**src/hw/rtl/exposure_timestamp_corrector_macros.svh**
```systemverilog
// Assertion helpers shared by the timestamp corrector modules
`ifndef EXPOSURE_TIMESTAMP_CORRECTOR_MACROS_SVH
`define EXPOSURE_TIMESTAMP_CORRECTOR_MACROS_SVH

// same-cycle implication
`define ETC_ASSERT_NOW(label, clk, rst_n, ante, cons, msg) \
	label: assert property (@(posedge clk) disable iff (!rst_n) (ante) |-> (cons)) \
		else $error(msg);

// next-cycle implication
`define ETC_ASSERT_NEXT(label, clk, rst_n, ante, cons, msg) \
	label: assert property (@(posedge clk) disable iff (!rst_n) (ante) |=> (cons)) \
		else $error(msg);

// fixed-delay implication
`define ETC_ASSERT_DELAY(label, clk, rst_n, ante, dly, cons, msg) \
	label: assert property (@(posedge clk) disable iff (!rst_n) (ante) |-> ##dly (cons)) \
		else $error(msg);

`endif

```
**src/hw/rtl/etc_pkg.sv**
```systemverilog
package etc_pkg;

	localparam int ROW_BITS   = 16;
	localparam int SPAN_BITS  = 63;
	localparam int TIME_BITS  = 64;
	localparam int DIV_STAGES = TIME_BITS;
	localparam int PROD_BITS  = SPAN_BITS + ROW_BITS;
	localparam int LO_BITS    = 32;
	localparam int HI_BITS    = SPAN_BITS - LO_BITS;

	typedef enum logic [1:0] {
		OP_TO_CANON = 2'd0,
		OP_TO_RAW   = 2'd1,
		OP_ROW      = 2'd2,
		OP_UNUSED   = 2'd3
	} opcode_t;

	typedef enum logic [1:0] {
		ST_OK        = 2'd0,
		ST_INVALID   = 2'd1,
		ST_MALFORMED = 2'd2
	} status_t;

	typedef enum logic [1:0] {
		CONV_MID    = 2'd0,
		CONV_START  = 2'd1,
		CONV_END    = 2'd2,
		CONV_OFFSET = 2'd3
	} conv_t;

	localparam logic [2:0] CFG_CONVENTION = 3'd0;
	localparam logic [2:0] CFG_OFFSET     = 3'd1;
	localparam logic [2:0] CFG_SHUTTER    = 3'd2;
	localparam logic [2:0] CFG_SPAN       = 3'd3;
	localparam logic [2:0] CFG_DIRECTION  = 3'd4;
	localparam logic [2:0] CFG_ROWS       = 3'd5;

	typedef struct packed {
		logic [1:0]                  opcode;
		logic signed [TIME_BITS-1:0] time_ns;
		logic signed [TIME_BITS-1:0] duration_ns;
		logic [ROW_BITS-1:0]         row_index;
	} req_t;

	typedef struct packed {
		logic signed [TIME_BITS-1:0] result_ns;
		logic [1:0]                  status;
	} rsp_t;

	// classified word passed from front to back
	typedef struct packed {
		logic [TIME_BITS-1:0] value;
		status_t              status;
		logic                 need_div;
		logic [SPAN_BITS-1:0] span;
		logic [ROW_BITS-1:0]  k;
		logic [ROW_BITS-1:0]  den;
	} item_t;

	// one word in flight through the divider
	typedef struct packed {
		logic [TIME_BITS-1:0] value;
		status_t              status;
		logic                 need_div;
		logic [ROW_BITS-1:0]  den;
		logic [ROW_BITS-1:0]  rem;
		logic [TIME_BITS-1:0] nq;
	} div_t;

endpackage

```
**src/hw/rtl/etc_fifo.sv**
```systemverilog
`include "exposure_timestamp_corrector_macros.svh"

module etc_fifo import etc_pkg::*; (
	input  logic  clk,
	input  logic  arst_n,
	input  logic  push,
	input  item_t wdata,
	output logic  full,
	output logic  pop,
	output item_t rdata
);

	item_t      mem_q [2];
	logic       wr_q;
	logic       rd_q;
	logic [1:0] count_q;

	assign full  = (count_q == 2'd2);
	assign pop   = (count_q != 2'd0);
	assign rdata = mem_q[rd_q];

	// entry storage
	always_ff @(posedge clk) begin
		if (push) mem_q[wr_q] <= wdata;
	end

	// pointers and fill level; back end drains every cycle
	always_ff @(posedge clk or negedge arst_n) begin
		if (!arst_n) begin
			wr_q    <= 1'b0;
			rd_q    <= 1'b0;
			count_q <= 2'd0;
		end else begin
			if (push) wr_q <= ~wr_q;
			if (pop)  rd_q <= ~rd_q;
			count_q <= count_q + {1'b0, push} - {1'b0, pop};
		end
	end

	`ETC_ASSERT_NOW(a_no_overfill, clk, arst_n, full, !push, "push into full queue")
	`ETC_ASSERT_NOW(a_count_range, clk, arst_n, 1'b1, count_q != 2'd3, "queue count out of range")
	`ETC_ASSERT_NEXT(a_single_drain, clk, arst_n, push && !pop, count_q == 2'd1, "queue level wrong")

endmodule

```
**config.mk**
```make
export PLATFORM = sky130hd
export DESIGN_NAME = etc_fifo
export DESIGN_NICKNAME = d
export VERILOG_FILES = /design/src/hw/rtl/etc_pkg.sv /design/src/hw/rtl/etc_fifo.sv
export VERILOG_INCLUDE_DIRS = /design/src /design/src/hw/rtl
export SDC_FILE = /design/constraint.sdc
export NUM_CORES = 1
export LEC_CHECK = 0
export BUFFER_PORTS_ARGS = -buffer_cell sky130_fd_sc_hd__buf_4
export CAP_MARGIN = 30
export CORE_MARGIN = 5
export CORE_UTILIZATION = 56
export CTS_CLUSTER_DIAMETER = 40
export DETAILED_ROUTE_END_ITERATION = 10
export GPL_ROUTABILITY_DRIVEN = 0
export PLACE_DENSITY = 0.82
export SETUP_SLACK_MARGIN = 0.4
export SLEW_MARGIN = 20
export SYNTH_ARGS = -nofsm -noshare
export SYNTH_HDL_FRONTEND = slang
export SYNTH_SLANG_ARGS = --single-unit
export TNS_END_PERCENT = 5
```
**constraint.sdc**
```tcl
create_clock -name clk -period 14.35 [get_ports clk]
set_clock_uncertainty 0.15 [all_clocks]
set_input_delay 0.7175 -clock clk [delete_from_list [all_inputs] [get_ports clk]]
set_output_delay 0.7175 -clock clk [all_outputs]
set_load 0.02 [all_outputs]
```
# Yosys cells after proc, flatten, opt, wreduce, memory -nomap -nowiden
# Memory sizes are Yosys's and may differ from the RTL's.
# Index checks and enable logic that the tools add are counted.
[classes] bitwise=2 n_reduce_logical=1 shift=0 multipliers=0 n_lt_le_gt_ge=0 n_div=0 mux=2 add_sub_neg=2 n_eq_ne=1
[ops] op="$add A2 B1 Y2" count=1
[ops] op="$eq A2 B2 Y1 const B" count=1
[ops] op="$mux W1" count=2
[ops] op="$not A1 Y1" count=2
[ops] op="$reduce_bool A2 Y1" count=1
[ops] op="$sub A2 B1 Y2" count=1
[totals] latch_bits=0 word_cells=12 output_inout_bits=164 regBits=4 romBits=0 mem_bits_rw=324 input_bits=165 n_memories=1
[memory_table] memory="mem_q" depth=2 word_bits=162 rd=1 rd_clocked_by_memory_dff=0 write_ports=1 line_no="etc_fifo.sv:13" text="item_t mem_q [2];"

# Logic depth before layout (Yosys ltp)
[depth] depth_word=2 depth_mapped=4 depth_no_buf=3

# Worst setup path after synthesis
# Ideal clock, no wire load.
[synth_timing] path_kind="input-to-reg" startpoint="input port push" endpoint="memory mem_q[0][0] (netlist bit) (enable)" path_slack_ns=5.777 arrival_ns=7.718 n_path_buf=0 setup_ns=0.705 stages=1 path_cell_list="nor2b_1"
[synth_between] elab_chain_len=2
[synth_rtl] item="from (decl)" line_no="etc_fifo.sv:6" text="input logic push,"
[synth_rtl] item="$mux W1" line_no="etc_fifo.sv:24" text="if (push) mem_q[wr_q] <= wdata;"
[synth_rtl] item="$mux W1 (implied by the code)" line_no="etc_fifo.sv:24"
[synth_rtl] item="to (decl)" line_no="etc_fifo.sv:13"
# Every way passes these cells.

==> run summary <==
The die covers 24,700 um2. The worst hold slack across all endpoints is 0.236 ns. The number of antenna violations at the first check in global routing is 0. The number of enable-type register cells in the synthesized netlist is 324.

The simple-gate portion of the synthesized area is 0.289%. Using the TritonRoute via totals, the vias-per-cell ratio works out to 5.33. The number of standard cells after synthesis came out at 518. The area share of fa/ha/maj cells after synthesis is 0.103%. Setup violations remaining at the end of the flow were counted as 0. The count of buffer and inverter cells on the critical path came out at 4.

The detail-routed net length per standard cell came out at 23.1 um. The area of all sequential standard cells is 9830 um2. The net total in the final layout is 1,041.

The largest individual stage delay along the critical path comes from the cell dfrtp_4. The clock-pin slew reported for the worst setup and hold paths after clock tree synthesis came out at 0.06 ns. The all-layer global routing usage is 21.8%. By area, the combinational part of the netlist is dominated by multiplexers. The wire length of the first global-routing pass is 39,900 um. The iteration count of the initial detailed-routing pass came out at 5.

The reg-to-reg endpoint is mem_q[1][68]. The largest net degree at the start of global routing came out at 65. The class of the tightest hold or removal check is input port to register. The final hold violation count came out at 0. Yosys attributes the largest share of cell area to edfxtp_1 (80%), mux2_4 (8.7%), mux2_2 (8.5%). The worst register-to-register path has a setup slack of 11.18 ns. The number of sinks driven by the clock tree came out at 328.

The total of hold buffers inserted after clock tree synthesis is 1. The number of ports placed on the die boundary came out at 329. The number of inserted diodes is 0. The area fraction in compound gates after synthesis came out at 0%.

The DRC violation total after the first TritonRoute iteration is 447. The number of cell instances on the worst register-to-register path is 3. The number of cell rows is 53.

For hold timing, the worst endpoint is mem_q[0][29]. The register bit total from synthesis came out at 328. The worst hold path cell count came out at 1. The total power divided by cell area is 211 nW/um2.

The relative max-transition margin came out at 42.3%. The clock latency of the later-clocked register in the worst-skew pair came out at 0.51 ns. The cell area reported after detailed placement came out at 14,900 um2.

Among all cell types in the netlist, the one instantiated most often is edfxtp_1. The initial core utilization came out at 57.4%. The mean area per synthesized cell came out at 23.4 um2. The multi-input gate area in the final layout is 2170 um2. The post-CTS repair timing setup buffer count is 0. At the worst endpoint, the arrival time is 3.67 ns. After legalization and detailed placement, the total HPWL measured 19,100 um. The leakage power figure is 6.26 nW.

The via count came out at 6,279. Traced cell by cell, the critical path runs through buf_4 > buf_16 > buf_4 > mux2_2 > buf_4. STA classifies the critical path endpoint as an output pin. The launch point of the worst hold path is wdata[29]. The standard cell core area is 21,200 um2. The maximum count of clock buffers along a single path came out at 3. From synthesis to final layout, the design area changed by 32.5%. The post-route cell area is 16,100 um2. The fraction of final layout cells with drive strength greater than 1 came out at 61.9%. The number of H-tree levels is 2. Of all cell types, the one taking the most synthesized area is edfxtp_1.

The synthesized design devotes to its leading area cell type 80.2% of total area. The net count after synthesis is 684. The commonest register cell after synthesis is edfxtp_1. The worst-case IR drop observed on VDD is 202 uV. The distinct cell type count of the synthesized netlist is 13. The commonest cells after synthesis are edfxtp_1 (324), mux2_2 (92), mux2_4 (70). In this run the clock root is driven by a clkbuf_16. The final core utilization is 76.0%. The critical path startpoint category is a register. The CTS buffer count came out at 36. Of the total synthesized cell area, the portion taken by XOR and XNOR cells is 0.216%.

The horizontal die dimension came out at 157 um. The routed design has 27,200 um of wire. The sequential fraction of the synthesis area is 81.0%. The worst path required time came out at 13.48 ns.

The startpoint identified for the worst register-to-register timing path is wr_q. At the pin with the least slew margin, the transition time is 0.866 ns. The number of inserted filler cells in the final layout is 1,136. The run finished with clean final reports. Of the available clock period, the critical path in the final layout requires 31.6%. The total number of yosys warnings came out at 0. The max-slew violation total from the final report is 0. In the final timing run, aggregate negative setup slack is 0 ns. In this design, the largest share of critical-path delay is due to buffers and inverters. The top fanout value on the critical path is 47. The number of gates on the worst path with buffers counted came out at 5.

The clock period minus worst slack came out at 4.53 ns. The total overflow reported by the global router came out at 0. The number of global-route vias before repair was 6,996. The count of port buffers added during placement came out at 328. The floorplan die height is 157 um. Post-CTS repair changed the size of 0 cells. The most numerous cell on the critical path is buf_4.

The mux cell area share after synthesis came out at 17.2%. Summing internal, switching and leakage power gives 0.00339 W. For this run, asynchronously set or reset flops after synthesis account for 1.22%. The largest single stage delay on the critical path is 0.91 ns. Setup repair after global routing left no endpoint under its margin. The critical path class is register to output pin. The DRC violation count after routing is 0. TritonCTS built the clock tree. The remaining number of nets flagged by the antenna check after routing is 0. The total of max-cap violations came out at 0. The netlist area before placement came out at 12,100 um2. The highest clock frequency the design can meet is 221 MHz.
## cell usage in the layout, fill, tap and decap left out, types with 2 or more instances in the layout
| cell type | synthesis | layout |
|---|---|---|
| edfxtp_1 | 324 | 324 |
| nor2b_1 | 3 | 2 |
| xor2_1 | 2 | 2 |
| clkinv_2 | 0 | 5 |
| clkbuf_16 | 0 | 37 |
| mux2_2 | 92 | 92 |
| clkinvlp_4 | 0 | 4 |
| buf_16 | 0 | 2 |
| mux2_4 | 70 | 70 |
| clkbuf_1 | 0 | 2 |
| inv_6 | 0 | 6 |
| buf_4 | 0 | 334 |
| dfrtp_1 | 4 | 3 |
| bufinv_16 | 0 | 3 |
| clkinv_1 | 0 | 7 |
## per-stage QoR
step | instances | setup WS [ns]
final | 1177 | 9.82
after global placement | 1109 | 10.30
after global routing | 1177 | 9.63
after floorplan | 518 | 5.78
after detailed placement | 1111 | 10.35
after CTS | 1177 | 9.76
## power breakdown
part / switching [W] / total, W / internal [W]
logic: 0.000613 / 0.00115 / 0.000540
registers: 0.0000787 / 0.00135 / 0.00127
clock network: 0.000355 / 0.000885 / 0.000530
## state kept, by name (all words and copies together) (netlist names)
signal	count
mem_q	324
wr_q	1
count_q	2
rd_q	1
## layout make-up
cell class                 instances  share of cell area [%]
sequential                       328                    61.1
multi-input combinational        172                    13.5
clock inverter                    26                    1.45
tap                              275                    2.14
timing repair buffer             337                    16.0
clock buffer                      39                    5.80
## kinds of logic (layout without fill, tap and decap cells)
| family | count (synthesis) | count (layout) |
|---|---|---|
| AND/OR/NAND/NOR | 6 | 6 |
| XOR/XNOR | 3 | 3 |
| buffers and inverters | 18 | 402 |
| adder cells (fa/ha/maj) | 1 | 1 |
| flip-flops | 328 | 328 |
| multiplexers | 162 | 162 |
## how the worst max path moves through the flow
stage	start	to	slack (ns)
after global routing	rd_q	rdata[11]	9.63
after detailed placement	rd_q	rdata[11]	10.35
after global placement	rd_q	rdata[11]	10.30
final	rd_q	rdata[10]	9.82
after CTS	rd_q	rdata[11]	9.76
after floorplan	push	mem_q[0][0]	5.78
## metal layers
metal  vias to the layer above  track usage, %  wire, um
met4                         0            8.44       961
met1                      3070            25.1      9320
li1                       2793               -         -
met3                        62            7.59      2850
met2                       354            37.7     14100
met5                         -               0         0
(Power assumes the default switching activity.)
