### src/hw/rtl/exposure_timestamp_corrector_macros.svh
// Assertion helpers shared by the timestamp corrector modules
`ifndef EXPOSURE_TIMESTAMP_CORRECTOR_MACROS_SVH
`define EXPOSURE_TIMESTAMP_CORRECTOR_MACROS_SVH

// same-cycle implication
`define ETC_ASSERT_NOW(label, clk, rst_n, ante, cons, msg) \
	label: assert property (@(posedge clk) disable iff (!rst_n) (ante) |-> (cons)) \
		else $error(msg);

// next-cycle implication
`define ETC_ASSERT_NEXT(label, clk, rst_n, ante, cons, msg) \
	label: assert property (@(posedge clk) disable iff (!rst_n) (ante) |=> (cons)) \
		else $error(msg);

// fixed-delay implication
`define ETC_ASSERT_DELAY(label, clk, rst_n, ante, dly, cons, msg) \
	label: assert property (@(posedge clk) disable iff (!rst_n) (ante) |-> ##dly (cons)) \
		else $error(msg);

`endif

### src/hw/rtl/etc_pkg.sv
package etc_pkg;

	localparam int ROW_BITS   = 16;
	localparam int SPAN_BITS  = 63;
	localparam int TIME_BITS  = 64;
	localparam int DIV_STAGES = TIME_BITS;
	localparam int PROD_BITS  = SPAN_BITS + ROW_BITS;
	localparam int LO_BITS    = 32;
	localparam int HI_BITS    = SPAN_BITS - LO_BITS;

	typedef enum logic [1:0] {
		OP_TO_CANON = 2'd0,
		OP_TO_RAW   = 2'd1,
		OP_ROW      = 2'd2,
		OP_UNUSED   = 2'd3
	} opcode_t;

	typedef enum logic [1:0] {
		ST_OK        = 2'd0,
		ST_INVALID   = 2'd1,
		ST_MALFORMED = 2'd2
	} status_t;

	typedef enum logic [1:0] {
		CONV_MID    = 2'd0,
		CONV_START  = 2'd1,
		CONV_END    = 2'd2,
		CONV_OFFSET = 2'd3
	} conv_t;

	localparam logic [2:0] CFG_CONVENTION = 3'd0;
	localparam logic [2:0] CFG_OFFSET     = 3'd1;
	localparam logic [2:0] CFG_SHUTTER    = 3'd2;
	localparam logic [2:0] CFG_SPAN       = 3'd3;
	localparam logic [2:0] CFG_DIRECTION  = 3'd4;
	localparam logic [2:0] CFG_ROWS       = 3'd5;

	typedef struct packed {
		logic [1:0]                  opcode;
		logic signed [TIME_BITS-1:0] time_ns;
		logic signed [TIME_BITS-1:0] duration_ns;
		logic [ROW_BITS-1:0]         row_index;
	} req_t;

	typedef struct packed {
		logic signed [TIME_BITS-1:0] result_ns;
		logic [1:0]                  status;
	} rsp_t;

	// classified word passed from front to back
	typedef struct packed {
		logic [TIME_BITS-1:0] value;
		status_t              status;
		logic                 need_div;
		logic [SPAN_BITS-1:0] span;
		logic [ROW_BITS-1:0]  k;
		logic [ROW_BITS-1:0]  den;
	} item_t;

	// one word in flight through the divider
	typedef struct packed {
		logic [TIME_BITS-1:0] value;
		status_t              status;
		logic                 need_div;
		logic [ROW_BITS-1:0]  den;
		logic [ROW_BITS-1:0]  rem;
		logic [TIME_BITS-1:0] nq;
	} div_t;

endpackage

### src/hw/rtl/etc_front.sv
module etc_front import etc_pkg::*; (
	input  logic        clk,
	input  logic        arst_n,
	input  logic        cfg_valid,
	input  logic [2:0]  cfg_index,
	input  logic [63:0] cfg_data,
	input  req_t        req,
	output item_t       item
);

	logic [1:0]           convention_q;
	logic [TIME_BITS-1:0] offset_q;
	logic                 shutter_q;
	logic [SPAN_BITS-1:0] span_q;
	logic                 direction_q;
	logic [ROW_BITS-1:0]  rows_q;

	// configuration registers
	always_ff @(posedge clk or negedge arst_n) begin
		if (!arst_n) begin
			convention_q <= '0;
			offset_q     <= '0;
			shutter_q    <= 1'b0;
			span_q       <= '0;
			direction_q  <= 1'b0;
			rows_q       <= '0;
		end else if (cfg_valid) begin
			unique case (cfg_index)
				CFG_CONVENTION: convention_q <= cfg_data[1:0];
				CFG_OFFSET:     offset_q     <= cfg_data;
				CFG_SHUTTER:    shutter_q    <= cfg_data[0];
				CFG_SPAN:       span_q       <= cfg_data[SPAN_BITS-1:0];
				CFG_DIRECTION:  direction_q  <= cfg_data[0];
				CFG_ROWS:       rows_q       <= cfg_data[ROW_BITS-1:0];
				default: ;
			endcase
		end
	end

	logic [TIME_BITS-1:0] t;
	logic [TIME_BITS-1:0] half;
	logic [TIME_BITS-1:0] shift;
	logic [ROW_BITS-1:0]  den;

	// classify the word and settle everything but the row product and division
	always_comb begin
		t     = req.time_ns;
		half  = {1'b0, req.duration_ns[TIME_BITS-1:1]};
		den   = rows_q - ROW_BITS'(1);
		shift = '0;
		item          = '0;
		item.span     = span_q;
		item.den      = den;
		item.k        = direction_q ? (den - req.row_index) : req.row_index;
		item.value    = t;
		item.status   = ST_OK;
		item.need_div = 1'b0;
		if (req.opcode == OP_ROW) begin
			if (!shutter_q) begin
				if (span_q != '0 || rows_q != '0) item.status = ST_MALFORMED;
			end else if (rows_q == '0) begin
				item.status = ST_MALFORMED;
			end else if (req.row_index >= rows_q) begin
				item.status = ST_INVALID;
			end else if (rows_q != ROW_BITS'(1)) begin
				item.need_div = 1'b1;
			end
		end else if (req.opcode == OP_UNUSED || req.duration_ns[TIME_BITS-1]) begin
			item.status = ST_INVALID;
		end else begin
			unique case (convention_q)
				CONV_MID:    shift = '0;
				CONV_START:  shift = half;
				CONV_END:    shift = '0 - half;
				CONV_OFFSET: shift = offset_q + half;
				default:     shift = '0;
			endcase
			item.value = (req.opcode == OP_TO_CANON) ? t + shift : t - shift;
		end
	end

endmodule

### config.mk
export PLATFORM = sky130hd
export DESIGN_NAME = etc_front
export DESIGN_NICKNAME = d
export VERILOG_FILES = /design/src/hw/rtl/exposure_timestamp_corrector_macros.svh /design/src/hw/rtl/etc_pkg.sv /design/src/hw/rtl/etc_front.sv
export SDC_FILE = /design/constraint.sdc
export NUM_CORES = 1
export LEC_CHECK = 0
export BUFFER_PORTS_ARGS = -buffer_cell sky130_fd_sc_hd__clkbuf_2
export CAP_MARGIN = 40
export CORE_ASPECT_RATIO = 2
export CORE_UTILIZATION = 60
export DETAILED_ROUTE_END_ITERATION = 12
export HOLD_SLACK_MARGIN = 0.02
export PLACE_DENSITY = 0.88
export SYNTH_ARGS = -nofsm -noshare
export SYNTH_HDL_FRONTEND = slang
export SYNTH_SLANG_ARGS = --single-unit
### constraint.sdc
create_clock -name clk -period 13.6 [get_ports clk]
set_input_delay 1.36 -clock clk [delete_from_list [all_inputs] [get_ports clk]]
set_output_delay 1.36 -clock clk [all_outputs]
set_load 0.05 [all_outputs]
Yosys cells after proc, flatten, opt, wreduce, memory -nomap -nowiden
Index checks and enable logic that the tools add are counted.

word-level totals
  register bits after elaboration = 147
  input bits = 216
  output and inout bits = 162
  word-level logic and storage cells = 56

cells by class
  add/sub/neg operators = 6
  order comparisons = 1
  eq/ne operators = 11
  mux-type cells = 18
  reductions and logical operators = 14

operator list
  operator                                                 number
  two-way mux 64 bit                                       5
  one-hot mux 64 bit (4 select lines)                      1
  adder 64 x 63 -> 64 bit                                  1
  adder 64 bit                                             1
  subtractor 1 x 63 -> 64 bit (first input constant)       1
  subtractor 64 bit                                        1
  nonzero test 63 bit                                      1
  greater-or-equal comparator 16 bit                       1
  logical NOT 16 bit                                       1
  two-way mux 16 bit                                       1
  inequality test 16 x 1 -> 1 bit (second input constant)  1
  nonzero test 16 bit                                      1
  subtractor 16 x 1 -> 16 bit (second input constant)      1
  subtractor 16 bit                                        1
  AND reduction 2 bit                                      6
  == test 2 bit (second input constant)                    4
  two-way mux 2 bit                                        4
  two-way mux 1 bit                                        7
  == test 3 x 2 -> 1 bit (second input constant)           2
  == test 3 bit (second input constant)                    2
  logical NOT 2 bit                                        2
  == test 3 x 1 -> 1 bit (second input constant)           1
  logical NOT 3 bit                                        1
  == test 2 x 1 -> 1 bit (second input constant)           1
  logical OR 1 bit                                         2

Longest topological paths before layout
  depth after elaboration = 8
  mapped depth = 29
  depth with buffers taken out = 29

Least setup slack after synthesis
No wires, ideal clock.

  path kind = input to output
  from = input port req[17] (netlist bit)
  to = output port item[159] (netlist bit)
  arrival time = 8971 ps
  setup slack = 3269 ps
  cell stages on the path = 29
  path through = ha_1 > fa_1 > a211o_1 > a2111oi_4 > o21ai_0 > a2111oi_4 > xor2_1 > o221ai_1 > nor3b_1 > nor4b_2 > and4bb_1 > nor2b_1 > nor2_1 > xor2_1 > ha_1 > clkbuf_1 > nand2_1 > o21ai_0 > a2111o_1 > a222oi_1 > o32ai_1 > nor3_1 > o21ai_0 > a21oi_1 > o21ai_0 > a21o_1 > a221oi_1 > xor2_1 > o21ai_0

RTL lines
  what                RTL line        RTL
  start: declaration  etc_front.sv:7  input req_t req,
  end: declaration    etc_front.sv:8  output item_t item

==> impl_summary.txt <==
----------------------------------------------------
[Clocking]
  Clock Latency Late Sink ... 0.43 ns
  TritonCTS clock tree ... yes
  Number of resized instances in the post-cts repair step ... 0
  Number of clock buffers inserted by TritonCTS ... 17
  Clock root buffer ... clkbuf_16
  Sink Count ... 147
  Clock transition at the registers of the reported paths ... 0.06 ns
  Number of buffers inserted for hold repair after clock tree synthesis ... 0
  Number of buffers inserted to repair setup after CTS ... 0
  CTS Buffer Depth ... 2
  H-tree levels ... 4

[Place]
  RD Place Congestion ... 0.988
  Estimated wirelength of the detail-placed design ... 60500 um
  Count of placed standard cells including taps ... 3266
  Buffers on Ports ... 376

[Run]
  Max_cap viols ... 0

[Status]
  Status ... finished clean

[Route]
  Post-DRT Antenna Nets ... 0
  Final wirelength ... 77000 um
  Detailed-route via count ... 22309
  Average via count per standard cell ... 6.75
  Routed length per instance ... 23.3 um
  Residual DRC count ... 0
  Count of routing violations after the opening detailed-route iteration ... 1877
  Number of detailed-routing iterations run before antenna repair ... 8

[Global route]
  First-pass GRT wire length ... 117000 um
  Total global routing overflow ... 0
  Global-route usage over all layers ... 45.0%
  Pin count of the biggest net entering global routing ... 122
  Number of antenna violations at the first check in global routing ... 4
  Number of global-route vias before repair ... 21532

[STA]
  Max_slew headroom ... 32.9%
  Unrepaired setup endpoints after global routing ... false
  Worst-margin pin slew ... 1.01 ns
  Shortest clock period the worst path allows after layout ... 11.85 ns
  Final count of hold timing violations ... 0
  Count of endpoints failing setup in the final report ... 0
  Final total negative setup slack ... 0 ns
  Fraction of the cycle the final worst path needs ... 87.1%
  Maximum achievable frequency ... 0.0844 GHz
  Setup Skew ... 0 ns
  Number of slew-limit violations in the final report ... 0

[Power and ir drop]
  PD cells ... 168 nW/um^2
  Worst IR drop on VDD ... 0.159 mV
  Leakage component of the power ... 10.1 nW
  Final total power ... 3.83 mW

[Critical path]
  Critical Setup Path Class ... in -> out
  Cell seen most often among critical-path stages ... o21ai_0
  Worst Reg2Reg Path Length in Cells ... 3
  Worst path arrival time ... 10.49 ns
  Critical-path top delay cell ... a222oi_1
  Launching element type of the critical path ... input port
  Crit Path Max Fanout ... 7
  Kind of capture point of the worst setup path ... primary output
  Crit path largest cell delay ... 0.89 ns
  Required @ worst endpoint ... 12.24 ns

[Logic synthesis]
  Synth unique cells ... 99
  Synth Area per Inst ... 7.79 um^2
  Cells after Synth ... 2557
  Synth Flop Type ... dfrtp_1
  Flip-flop and latch count after synthesis ... 147
  Register area share after synthesis ... 18.5%
  Post-Syn Area ... 19900 um^2
  Proportion of synthesized flip-flops having asynchronous set or reset ... 100%
  Yosys synthesis warning count ... 0
  Number of nets in the synthesized netlist ... 2937
  EDFF count, synth ... 0

[Min path]
  Instance count along the most critical hold path ... 1
  Kind of path behind the tightest hold check ... reg -> reg

[Finish]
  Post-Layout Cell Count ... 3304
  Post-layout util ... 69.3%
  Commonest non-fill, non-tap cells in the layout ... clkbuf_2 (377), nand2_1 (258), o21ai_0 (218)
  Share of cells above drive strength 1 ... 22.4%
  Most frequent standard cell in the layout excluding fill and tap cells ... clkbuf_2
  Post-layout net count ... 3235
  Layout area overhead ... 14.2%

[Floorplan]
  Die outline area ... 34000 um^2
  Total number of placement rows ... 94
  Core area ... 32800 um^2
  Initial core utilization ... 60.7%
  Number of top-level pins ... 378
  Die width ... 131 um
  Die outline height ... 260 um

----------------------------------------------------
==> registers in the layout, summed over array words and instances (netlist names) <==
| name | flops |
|---|---|
| convention_q | 2 |
| rows_q | 16 |
| shutter_q | 1 |
| span_q | 63 |
| offset_q | 64 |
| direction_q | 1 |
==> report_power, final <==
part           internal [mW]  total (mW)  switching (mW)
clock network          0.292       0.496           0.203
logic                  0.910        2.70            1.79
registers              0.534       0.637           0.103
==> area by class of cell <==
class | count | area, um^2
clock buffers | 19 | 433
repair buffers | 403 | 2130
well taps | 432 | 541
inverters | 82 | 308
fillers | 2563 | 10100
diodes | 4 | 10.0
clock inverters | 13 | 174
flip-flops and latches | 147 | 3680
multi-input cells | 2204 | 15500
==> synthesized netlist by cell type (all sizes together) (60+ instances only) <==
master  count  area share (%)
xnor2     123             5.4
a21oi     189             4.7
nor2      155             2.9
dfrtp     147              18
clkbuf    113             2.1
a21o       67             2.5
nand2     258             4.9
nor3       85             2.3
ha        161              10
inv        82             1.5
mux2      151             8.5
o21ai     223             5.6
xor2       81             3.6
nand3      60             1.6
==> kinds of logic after synthesis <==
family,after synthesis,synth area share [%]
AO/OA/AOI/OAI,779,25.3
XOR/XNOR,204,8.97
adder cells (fa/ha/maj),164,10.4
buffers and inverters,206,3.94
flip-flops,147,18.5
multiplexers,168,9.39
AND/OR/NAND/NOR,889,23.6
==> per-stage QoR <==
step / cell area, um^2 / hold slack (ns) / worst slack [ns]
finish: 22800 / 0.511 / 1.75
global route: 22800 / 0.522 / 1.35
CTS: 22700 / 0.513 / 2.11
detailed placement: 22100 / 0.501 / 2.14
global placement: 22000 / 0.494 / 2.43
floorplan: 19900 / 0.479 / 3.27
==> final timing paths <==
| kind | startpoint | end | slack [ns] |
|---|---|---|---|
| min in group asynchronous | arst_n | offset_q[63] | 0.91 |
| worst max-delay path | req[17] | item[159] | 1.75 |
| worst min register to register | rows_q[11] | rows_q[11] | 0.51 |
| worst max register to register | convention_q[1] | convention_q[1] | 11.99 |
| max in group asynchronous | arst_n | span_q[4] | 11.64 |
| worst min-delay path | rows_q[11] | rows_q[11] | 0.51 |
==> critical path, delay by kind of cell <==
kind,cells,cell delay (ns)
buffers and inverters,2,0.44
XOR/XNOR,3,0.50
AO/OA/AOI/OAI,16,5.17
adder cells (fa/ha/maj),3,1.06
AND/OR/NAND/NOR,6,1.94
==> layer usage <==
metal | vias to the layer above | global-route usage (%) | share of wire [%]
met2 | 1360 | 74.0 | 47
met5 | - | 0 | 0
met3 | 422 | 9.77 | 8.5
li1 | 10190 | - | -
met1 | 10337 | 48.8 | 36
met4 | 0 | 36.8 | 9.2
No activity file was read; power rests on OpenSTA's default activity.
